## src/rtl/core/ipnt_pkg.sv

```systemverilog
// Shared types and codes for the IP-to-MAC neighbor table.
`default_nettype none
package ipnt_pkg;

  localparam int IP_W    = 32;
  localparam int MAC_W   = 48;
  localparam int STAMP_W = 32;
  localparam int TOTAL_W = 6;

  // request kinds (in_tuser)
  localparam logic [1:0] REQ_LEARN    = 2'd0;
  localparam logic [1:0] REQ_FIND_IP  = 2'd1;
  localparam logic [1:0] REQ_FIND_MAC = 2'd2;
  localparam logic [1:0] REQ_DUMP     = 2'd3;

  // result status (out_tuser)
  localparam logic [1:0] STAT_HIT  = 2'd0;
  localparam logic [1:0] STAT_MISS = 2'd1;
  localparam logic [1:0] STAT_INS  = 2'd2;
  localparam logic [1:0] STAT_FULL = 2'd3;

  typedef struct packed {
    logic [STAMP_W-1:0] stamp;
    logic [MAC_W-1:0]   mac;
    logic [IP_W-1:0]    ip;
  } entry_t;

  // per-cycle move of the whole chain
  typedef struct packed {
    logic rotate;  // every cell takes its upper neighbor, head wraps to the tail
    logic insert;  // every cell takes its lower neighbor, new entry enters the head
  } cell_ctl_t;

  typedef enum logic [1:0] {
    ST_IDLE,
    ST_SCAN,
    ST_DONE
  } state_t;

endpackage
`default_nettype wire

```

## src/rtl/core/ipnt_cell.sv

```systemverilog
// One table slot of the neighbor chain; passes its entry to a neighbor on a move.
`default_nettype none
module ipnt_cell (
  input  wire logic               clk,
  input  wire ipnt_pkg::cell_ctl_t ctl,
  input  wire ipnt_pkg::entry_t    from_next,
  input  wire ipnt_pkg::entry_t    from_prev,
  output ipnt_pkg::entry_t         q
);

  ipnt_pkg::entry_t entry_r;
  ipnt_pkg::entry_t entry_nxt;

  always_comb begin
    priority if (ctl.rotate) begin
      entry_nxt = from_next;
    end else if (ctl.insert) begin
      entry_nxt = from_prev;
    end else begin
      entry_nxt = entry_r;
    end
  end

  always_ff @(posedge clk) begin
    entry_r <= entry_nxt;
  end

  assign q = entry_r;

endmodule
`default_nettype wire

```

## config.mk

```make
export PLATFORM = sky130hd
export DESIGN_NAME = ipnt_cell
export DESIGN_NICKNAME = d
export VERILOG_FILES = /design/src/rtl/core/ipnt_pkg.sv /design/src/rtl/core/ipnt_cell.sv
export SDC_FILE = /design/constraint.sdc
export NUM_CORES = 1
export LEC_CHECK = 0
export ABC_AREA = 1
export BUFFER_PORTS_ARGS = -buffer_cell sky130_fd_sc_hd__buf_4
export CAP_MARGIN = 40
export CORE_AREA = 2 2 132 134
export CTS_CLUSTER_SIZE = 14
export DETAILED_ROUTE_END_ITERATION = 12
export DIE_AREA = 0 0 134 136
export PLACE_DENSITY = 0.71
export SLEW_MARGIN = 25
export SYNTH_ARGS = -nofsm -noshare
export SYNTH_HDL_FRONTEND = slang
export SYNTH_SLANG_ARGS = --single-unit
```

## constraint.sdc

```tcl
create_clock -name clk -period 2.5 [get_ports clk]
set_input_delay 0.125 -clock clk [delete_from_list [all_inputs] [get_ports clk]]
set_output_delay 0.125 -clock clk [all_outputs]
set_load 0.02 [all_outputs]
```

### After elaboration in Yosys (flattened, before gate mapping)

Cells that the tools add are included.

| word-level totals | value |
|---|---|
| register bits after elaboration | 112 |
| input port bits | 227 |
| logic and storage cells | 6 |

| operators by class | value |
|---|---|
| mux-type cells | 2 |
| reduce and logical (&&, ||, !) cells | 1 |

Operator list:

| kind | number |
|---|---|
| $mux W112 | 2 |
| $reduce_bool A2 Y1 | 1 |

### Depth between registers and ports, before layout

Gate-level depths: netlist (run 1).

| depth | value |
|---|---|
| word-level depth | 2 |
| mapped depth | 6 |

### Least setup slack after synthesis (run 1)

Ideal clock, no wire load.

| timing path | value |
|---|---|
| path type | input port to flip-flop |
| start point | input ctl[1] (netlist name) |
| end point | register entry_r, in the netlist q[0], enable pin |
| arrival | 1.731 ns |
| data required time | 2.077 ns |
| slack | 0.345 ns |
| stages on the path | 3 |
| buffers on the path | 2 |
| cell sequence | buf_6 -> buf_6 -> or2_2 |

| on the way | value |
|---|---|
| longest elaborated chain between the ends | 1 |

Ends and longest elaborated chain:

| element | RTL line | RTL |
|---|---|---|
| from (decl) | ipnt_cell.sv:5 | `input wire ipnt_pkg::cell_ctl_t ctl,` |
| $reduce_bool A2 Y1 (no source line) | n/a |  |
| to (signal assigned) | ipnt_cell.sv:25 | `entry_r <= entry_nxt;` |
| to (decl) | ipnt_cell.sv:11 | `ipnt_pkg::entry_t entry_r;` |

No other way between the ends.
A chain may end at the register's enable or synchronous reset.

### Worst setup path after layout (run 1)

| timing path | value |
|---|---|
| start point | input ctl[1] (netlist name) |
| end point | register entry_r, in the netlist q[109], enable pin |

Same word-level chain as after synthesis.

==> impl_metrics.yaml, run 1 <==
clocking:
  ctsHoldBuffers: 0
  cts_inserted_buffers: 9
  cts_resized: 0
  post_cts.repair.setup_buffers: 0
  h-tree-depth: 3
  cts_tree: "done"
  cts_sinks: 112
  root_buffer: "clkbuf_16"
  cts.clk_slew.worst_paths_ns: 0.08
  clockBufferDepth: 2
drt:
  antenna_left: 0
  wl_mm: 14.3
  dr.pass1.iters: 4
  vias_per_cell: 4.21
  drc_errors: 0
  avgRoutedWirePerCell_um: 13.9
  drt_iter0_drc: 186
  via_count: 4345
grt:
  grt_max_degree: 109
  grt_pass1_wl_mm: 21.0
  antenna_found_initial: 0
  grt_usage_pct: 15.1
  grt.overflow.total: 0
  grt_pass1_vias: 4103
cells_and_area:
  drive_above_1_share_pct: 45.5
  fin_cells: 1033
  mostFrequentLayoutCell: "buf_4"
  fin_nets: 1030
  largest_reg_flops: 112
  most-common-layout-cells: "buf_4 (340), nand2_1 (326), edfxtp_1 (112)"
  syn_to_final_growth_pct: 60.9
  diodes: 0
synthesis:
  synth_seq_area_share_pct: 69.3
  ys_seq_elements: 112
  syn_nets: 702
  yosysWarnings: 0
  netlist_area_mm2: 0.00486
  synth.distinct_cells: 7
  syn_inst: 475
  syn_area_per_cell_um2: 10.2
critical_path:
  critPathCaptureType: "register"
  crit_required_ns: 2.47
  path_class: "in2reg"
  crit_chain: "buf_4, or2_4, buf_12"
  critPathLaunchType: "input pin"
  crit_path_start: "ctl[1]"
  cp.arrival_ns: 1.13
  cp_max_fo: 108
  slowest_stage: "buf_12"
  cpPeakStageDelay_ns: 0.45
timing:
  finalSetupTns_ns: 0
  setup_violations: 0
  post-route-period-util_pct: 46.5
  post-route-min-period_ns: 1.16
  hold_viol_final: 0
  whs_ns: 0.0357
  max_freq_mhz: 861
  max_slew_margin_pct: 57.6
  worst_pin_slew_ns: 0.636
  final-max-slew-violation-count: 0
  rsz0062_at_grt: "false"
hold_path:
  min_from: "from_prev[94]"
  hold_class: "in2reg"
  worstHoldPathCells: 3
  holdPathEnd: "q[94]"
floorplan:
  placementRows: 48
  die_width_um: 134
  io-pin-count: 339
  initial_core_util_pct: 28.8
  die_area_mm2: 0.0182
  die_y_um: 136
  core_area_mm2: 0.0169
place:
  dp_hpwl_mm: 10.8
  port_buffers: 338
  dp.cells: 1017
  place.gp.congestion: 0.746
power_and_ir_drop:
  vdd_drop_max_uv: 415
  power.leakage_nw: 3.94
  power_density_mw_per_mm2: 617
flow_run:
  cap_violations: 0
run_status:
  status: "completed"
routing by layer:
metal / vias to the layer above / share of wire [%] / global-route usage (%)
li1: 2174 / - / -
met1: 1919 / 37 / 17.2
met2: 241 / 50 / 26.7
met3: 11 / 11 / 6.08
met4: 0 / 1.1 / 3.49
met5: - / 0 / 0
critical path: cells and delay by family:
| kind | cells | cell delay [ns] |
|---|---|---|
| buffers and inverters | 2 | 0.69 |
| and+or+nand+nor | 1 | 0.21 |
worst max path at each step:
stage | to | slack (ns) | cells after the start
3_5_place_dp | q[80] | 1.02 | 3
3_3_place_gp | q[79] | 1.03 | 3
5_1_grt | q[104] | 1.29 | 5
6_report | q[109] | 1.34 | 3
2_1_floorplan | q[0] | 0.35 | 3
4_1_cts | q[89] | 1.39 | 5
stage by stage:
| stage | setup WS [ns] | utilization [%] | cell area, um^2 | power [W] |
|---|---|---|---|---|
| floorplan | 0.345 | - | 4860 | 0.00289 |
| global placement | 1.03 | 44.7 | 7540 | 0.00352 |
| detailed placement | 1.02 | 44.7 | 7540 | 0.00353 |
| CTS | 1.39 | 46.3 | 7810 | 0.00490 |
| global route | 1.29 | 46.3 | 7810 | 0.00506 |
| finish | 1.34 | 46.3 | 7810 | 0.00482 |
power by group:
part           switching (W)  internal [W]  leakage (nW)
logic               0.000579      0.000535          2.65
clock network       0.000665      0.000678         0.135
registers          0.0000599       0.00231          1.15
cells by family (layout without fill, tap and decap cells):
kind of cell           count (synthesis)  count (layout)  share of synthesized area, %
and+or+nand+nor                      337             337                          26.6
buffers and inverters                 26             359                          4.12
DFF                                  112             112                          69.3
synth_stat cells:
cell | instances | area (um^2)
or2_2 | 1 | 6.26
edfxtp_1 | 112 | 3360
buf_2 | 14 | 70.1
nand2_1 | 326 | 1220
buf_6 | 11 | 124
inv_4 | 1 | 6.26
nand2_2 | 10 | 62.6
final cells by class:
class | instances | area (um^2)
clock buffer | 9 | 225
multi-input combinational | 337 | 1290
sequential | 112 | 3360
inverter | 1 | 6.26
tap | 225 | 282
timing repair buffer | 342 | 2590
fill | 1598 | 9060
clock inverter | 7 | 47.5
Note: power is estimated with default switching activity, not from simulation.
==> run 2, diff against run 1 <==
--- a/config.mk
+++ b/config.mk
@@ -5,14 +5,14 @@
 export SDC_FILE = /design/constraint.sdc
 export NUM_CORES = 1
 export LEC_CHECK = 0
-export ABC_AREA = 1
+export ABC_AREA = 0
 export BUFFER_PORTS_ARGS = -buffer_cell sky130_fd_sc_hd__buf_4
 export CAP_MARGIN = 40
-export CORE_AREA = 2 2 132 134
+export CORE_AREA = 2 2 130 132
 export CTS_CLUSTER_SIZE = 14
 export DETAILED_ROUTE_END_ITERATION = 12
-export DIE_AREA = 0 0 134 136
-export PLACE_DENSITY = 0.71
+export DIE_AREA = 0 0 132 134
+export PLACE_DENSITY = 0.73
 export SLEW_MARGIN = 25
 export SYNTH_ARGS = -nofsm -noshare
 export SYNTH_HDL_FRONTEND = slang
==> constraint.sdc (replaced) <==
create_clock -name clk -period 1.1 [get_ports clk]
set_input_delay 0.055 -clock clk [delete_from_list [all_inputs] [get_ports clk]]
set_output_delay 0.055 -clock clk [all_outputs]
set_load 0.02 [all_outputs]
==> run 2 against run 1 <==
Final cell count is 10% lower. Sequential share of layout area down 6.8 points. Non-clock buffer count rose by 127. Largest cell class is now buffers. Largest power group unchanged. Global-route usage rose by 1.5 points. Combinational power rose to 2.8 times the previous value. Critical path type is now reg2out. Via count shrank 8.1%.
==> impl_metrics.yaml, run 2 <==
synthesis:
  syn_inst: 238
  synth_seq_area_share_pct: 67.1
  synthArstFlopShare_pct: 0
  syn_area_per_cell_um2: 21.1
  synth_most_common_cell: "edfxtp_1"
  syn_nets: 465
  synth.distinct_cells: 7
  synth_flop_cell: "edfxtp_1"
  yosysWarnings: 0
  netlist_area_mm2: 0.00501
  synth_edf_count: 112
  synth_commonest_cells: "edfxtp_1 (112), mux2_4 (69), mux2_2 (43), buf_6 (8), buf_2 (4)"
  yosysTopAreaCellShare_pct: 67.1
  ys_seq_elements: 112
  yosys-top-cells-area: "edfxtp_1 (67%), mux2_4 (21%), mux2_2 (9.7%), buf_6 (1.8%), buf_2 (0.40%)"
  yosysTopAreaCell: "edfxtp_1"
drt:
  dr.pass1.iters: 5
  via_count: 3994
  drc_errors: 0
  vias_per_cell: 4.29
  drt_iter0_drc: 111
  wl_mm: 15.6
  avgRoutedWirePerCell_um: 16.8
  antenna_left: 0
critical_path:
  path_delay_family: "flip-flops"
  cpPeakStageDelay_ns: 0.42
  crit_required_ns: 1.04
  crit_buf_inv: 1
  crit_chain: "buf_4"
  cp.depth: 1
  critPathCaptureType: "output port"
  cp_max_fo: 1
  slowest_stage: "edfxtp_1"
  critPathLaunchType: "register"
  cp.arrival_ns: 0.95
  path_class: "reg2out"
timing:
  post-route-period-util_pct: 91.6
  setup_violations: 0
  worst_pin_slew_ns: 0.293
  finalSetupTns_ns: 0
  max_freq_mhz: 992
  final-max-slew-violation-count: 0
  rsz0062_at_grt: "false"
  max_slew_margin_pct: 80.5
  post-route-min-period_ns: 1.01
  hold_viol_final: 0
clocking:
  post_cts.repair.setup_buffers: 0
  cts_inserted_buffers: 9
  cts_resized: 0
  cts_sinks: 112
  h-tree-depth: 3
  root_buffer: "clkbuf_16"
  cts_tree: "done"
  clockBufferDepth: 2
  cts.clk_slew.worst_paths_ns: 0.07
floorplan:
  die_width_um: 132
  die_y_um: 134
  initial_core_util_pct: 30.8
  placementRows: 47
  io-pin-count: 339
  die_area_mm2: 0.0177
  core_area_mm2: 0.0163
power_and_ir_drop:
  comb_power_share_pct: 27.1
  internal_power_w: 0.00854
  switching_share_pct: 25.3
  vdd_drop_max_uv: 661
  power.leakage_nw: 4.21
  clkPwrFrac_pct: 25.9
  p_switching_w: 0.00289
  power_frac_seq_pct: 47.0
  power_density_mw_per_mm2: 1230
grt:
  grt.overflow.total: 0
  grt_max_degree: 52
  antenna_found_initial: 0
  grt_pass1_wl_mm: 22.6
  grt_pass1_vias: 4387
  grt_usage_pct: 16.6
place:
  dp_hpwl_mm: 11.0
  dp.cells: 805
  port_buffers: 338
  place.gp.congestion: 0.783
run_status:
  status: "completed"
cells_and_area:
  drive_above_1_share_pct: 68.3
  syn_to_final_growth_pct: 85.1
  diodes: 0
  fin_cells: 930
  most-common-layout-cells: "buf_4 (355), edfxtp_1 (112), dlygate4sd3_1 (109)"
  fin_nets: 932
  largest_reg_flops: 112
  mostFrequentLayoutCell: "buf_4"
flow_run:
  cap_violations: 0
hold_path:
  worstHoldPathCells: 2
  hold_class: "in2reg"
## run 2: cell count changes after synthesis, sizes merged
cell / change
mux2: +112
nand2: -336
inv: -1
buf: -12
## run 2: cell type report
cell class	count	area (um^2)
sequential	112	3360
multi-input combinational	113	1530
tap	220	275
timing repair buffer	469	3850
fill	1244	7010
clock buffer	10	229
clock inverter	6	36.3
## run 2: logic make-up after synthesis
| family | share of synthesized area [%] |
|---|---|
| simple gates | 0.125 |
| flops | 67.1 |
| mux | 30.3 |
| buf+inv | 2.50 |
## run 2: through the flow
step           setup slack, ns  power [W]  utilization [%]  area, um^2  hold WS [ns]
2_1_floorplan           -0.598    0.00672                -        5020         0.272
3_3_place_gp           -0.0506    0.00819             48.6        7920         0.357
3_5_place_dp           -0.0914    0.00825             48.6        7920         0.359
4_1_cts                 0.0691     0.0115             56.2        9150      0.000128
5_1_grt                 0.0495     0.0119             57.0        9280     0.0000562
6_report                0.0920     0.0114             57.0        9280        0.0162
## run 2: per-layer routing
metal | up-vias | GRT usage, % | routed length [um]
met5 | - | 0 | 0
met3 | 27 | 6.39 | 1310
met2 | 218 | 30.9 | 8390
met4 | 0 | 5.98 | 410
met1 | 1880 | 17.0 | 5490
li1 | 1869 | - | -
## run 2: final timing paths
| path | startpoint | to |
|---|---|---|
| setup / recovery | q[107] | q[107] |
| hold / removal | from_prev[99] | q[99] |
## run 2: power groups by stage
stage / registers, W / clock network, W / logic [W]
6_report: 0.00538 / 0.00296 / 0.00310
5_1_grt: 0.00542 / 0.00323 / 0.00324
3_5_place_dp: 0.00547 / 0 / 0.00277
2_1_floorplan: 0.00608 / 0 / 0.000636
3_3_place_gp: 0.00546 / 0 / 0.00273
4_1_cts: 0.00538 / 0.00305 / 0.00305
## run 2: repair_timing
| action | 4_1_cts | 5_1_grt |
|---|---|---|
| hold buffers | 96 | 13 |
| hold endpoints to repair | 58 | 12 |
| setup endpoints to repair | 0 | 0 |
==> run 3, diff against run 2 <==
--- a/config.mk
+++ b/config.mk
@@ -8,11 +8,14 @@
 export ABC_AREA = 0
 export BUFFER_PORTS_ARGS = -buffer_cell sky130_fd_sc_hd__buf_4
 export CAP_MARGIN = 40
-export CORE_AREA = 2 2 130 132
+export CELL_PAD_IN_SITES_DETAIL_PLACEMENT = 0
+export CELL_PAD_IN_SITES_GLOBAL_PLACEMENT = 1
+export CORE_AREA = 2 2 132 134
 export CTS_CLUSTER_SIZE = 14
 export DETAILED_ROUTE_END_ITERATION = 12
-export DIE_AREA = 0 0 132 134
-export PLACE_DENSITY = 0.73
+export DIE_AREA = 0 0 134 136
+export PLACE_DENSITY = 0.86
+export SETUP_SLACK_MARGIN = 0.5
 export SLEW_MARGIN = 25
 export SYNTH_ARGS = -nofsm -noshare
 export SYNTH_HDL_FRONTEND = slang
==> run 3 against run 2 <==
The flow now finishes with violations (negative hold slack). Combinational power grew 15%. Wire length grew 5.1%. Clock power rose by 24%. Non-clock buffer count shrank 79. Via count is 7.1% lower. Sequential power is 2% higher. Global-route usage up 0.25 points. Setup slack improved by 0.015 ns. Critical path depth unchanged. Highest routed layer unchanged. Sequential cell count unchanged. Total power rose by 11%.
==> impl_metrics.yaml, run 3 (same netlist as run 2, synthesis figures left out) <==
floorplan:
  die_y_um: 136
  placementRows: 48
  initial_core_util_pct: 29.7
  die_area_mm2: 0.0182
  die_width_um: 134
  io-pin-count: 339
  core_area_mm2: 0.0169
place:
  port_buffers: 338
  place.gp.congestion: 0.755
  dp.cells: 803
grt:
  grt_usage_pct: 16.9
  grt_pass1_wl_mm: 22.5
  grt_pass1_vias: 4051
  antenna_found_initial: 0
  grt_max_degree: 17
  grt.overflow.total: 0
critical_path:
  cp.depth: 1
  cp.arrival_ns: 0.94
  crit_chain: "buf_6"
  critical_path.endpoint: "q[14]"
  critPathCaptureType: "output port"
  critPathLaunchType: "register"
  crit_path_start: "q[14]"
  path_delay_family: "flip-flops"
  cpPeakStageDelay_ns: 0.43
  slowest_stage: "edfxtp_1"
  cp_max_fo: 1
  crit_required_ns: 1.04
  path_class: "reg2out"
  crit_buf_inv: 1
cells_and_area:
  multi_input_area_mm2: 0.00168
  fin_cells: 855
  largest_reg_flops: 112
  fillers: 1274
  seq_area_mm2: 0.00336
  most-common-layout-cells: "buf_4 (225), buf_6 (116), edfxtp_1 (112)"
  utilization_pct: 57.9
  diodes: 0
  fin_nets: 853
  drive_above_1_share_pct: 81.7
  syn_to_final_growth_pct: 94.8
  mostFrequentLayoutCell: "buf_4"
clocking:
  cts.clk_slew.worst_paths_ns: 0.07
  cts_sinks: 112
  clockBufferDepth: 2
  root_buffer: "clkbuf_16"
  cts_inserted_buffers: 9
  h-tree-depth: 3
  cts_tree: "done"
drt:
  vias_per_cell: 4.34
  avgRoutedWirePerCell_um: 19.2
  top_layer: "met4"
  wl_met2_mm: 9.13
  dr.pass1.iters: 4
  drt_iter0_drc: 137
  wl_met1_mm: 5.75
  antenna_left: 0
  via_count: 3709
  drc_errors: 0
  wl_mm: 16.4
  wl_met3_mm: 1.33
power_and_ir_drop:
  power_density_mw_per_mm2: 1300
  vdd_drop_max_uv: 935
  power.leakage_nw: 4.54
timing:
  max_freq_mhz: 1010
  worst_pin_slew_ns: 0.122
  final-max-slew-violation-count: 0
  max_slew_margin_pct: 91.8
  hold_viol_final: 23
  setup_violations: 0
  rsz0062_at_grt: "true"
  post-route-min-period_ns: 0.993
  finalSetupTns_ns: 0
  whs_ns: -0.00625
  post-route-period-util_pct: 90.3
run_status:
  violations: "negative hold slack"
  status: "complete, but fails checks"
hold_path:
  hold_class: "in2reg"
flow_run:
  cap_violations: 0
-- run 3: worst min path at each step --
stage | startpoint | end | slack (ns) | cells after the start
4_1_cts | from_prev[70] | q[70] | -0.02 | 2
3_3_place_gp | from_next[72] | q[72] | 0.35 | 2
6_report | from_next[73] | q[73] | -0.006 | 2
3_5_place_dp | from_next[46] | q[46] | 0.36 | 2
5_1_grt | from_prev[58] | q[58] | -0.02 | 2
2_1_floorplan | from_next[40] | q[40] | 0.27 | 1
-- run 3: per-layer routing --
metal	GRT usage [%]	up-vias
li1	-	1726
met1	17.5	1773
met2	31.7	198
met3	6.23	12
met4	5.14	0
met5	0	-
-- run 3: cell type report --
cell class | instances | area share [%]
Clock buffer | 11 | 2.38
Clock inverter | 4 | 0.960
Multi-Input combinational cell | 113 | 17.2
Sequential cell | 112 | 34.4
Tap cell | 225 | 2.88
Timing Repair Buffer | 390 | 42.1
-- run 3: power by group --
part           internal [W]  total (W)  switching [W]
Sequential          0.00525    0.00548       0.000228
Clock               0.00221    0.00368        0.00147
Combinational       0.00221    0.00356        0.00135
Total               0.00967     0.0127        0.00305
-- run 3: what timing repair did --
item	4_1_cts	5_1_grt
hold endpoints to repair	99	94
gates resized for setup	193	23
setup endpoints to repair	335	335
gates cloned	19	1
setup buffers	15	2
pin swaps	0	0
-- run 3: through the flow --
| stage | total power, W | area [um^2] | setup WS (ns) |
|---|---|---|---|
| floorplan | 0.00672 | 5020 | -0.598 |
| global placement | 0.00816 | 7880 | -0.0416 |
| detailed placement | 0.00821 | 7880 | -0.0665 |
| CTS | 0.0127 | 9640 | 0.0985 |
| global route | 0.0131 | 9770 | 0.0845 |
| finish | 0.0127 | 9770 | 0.107 |
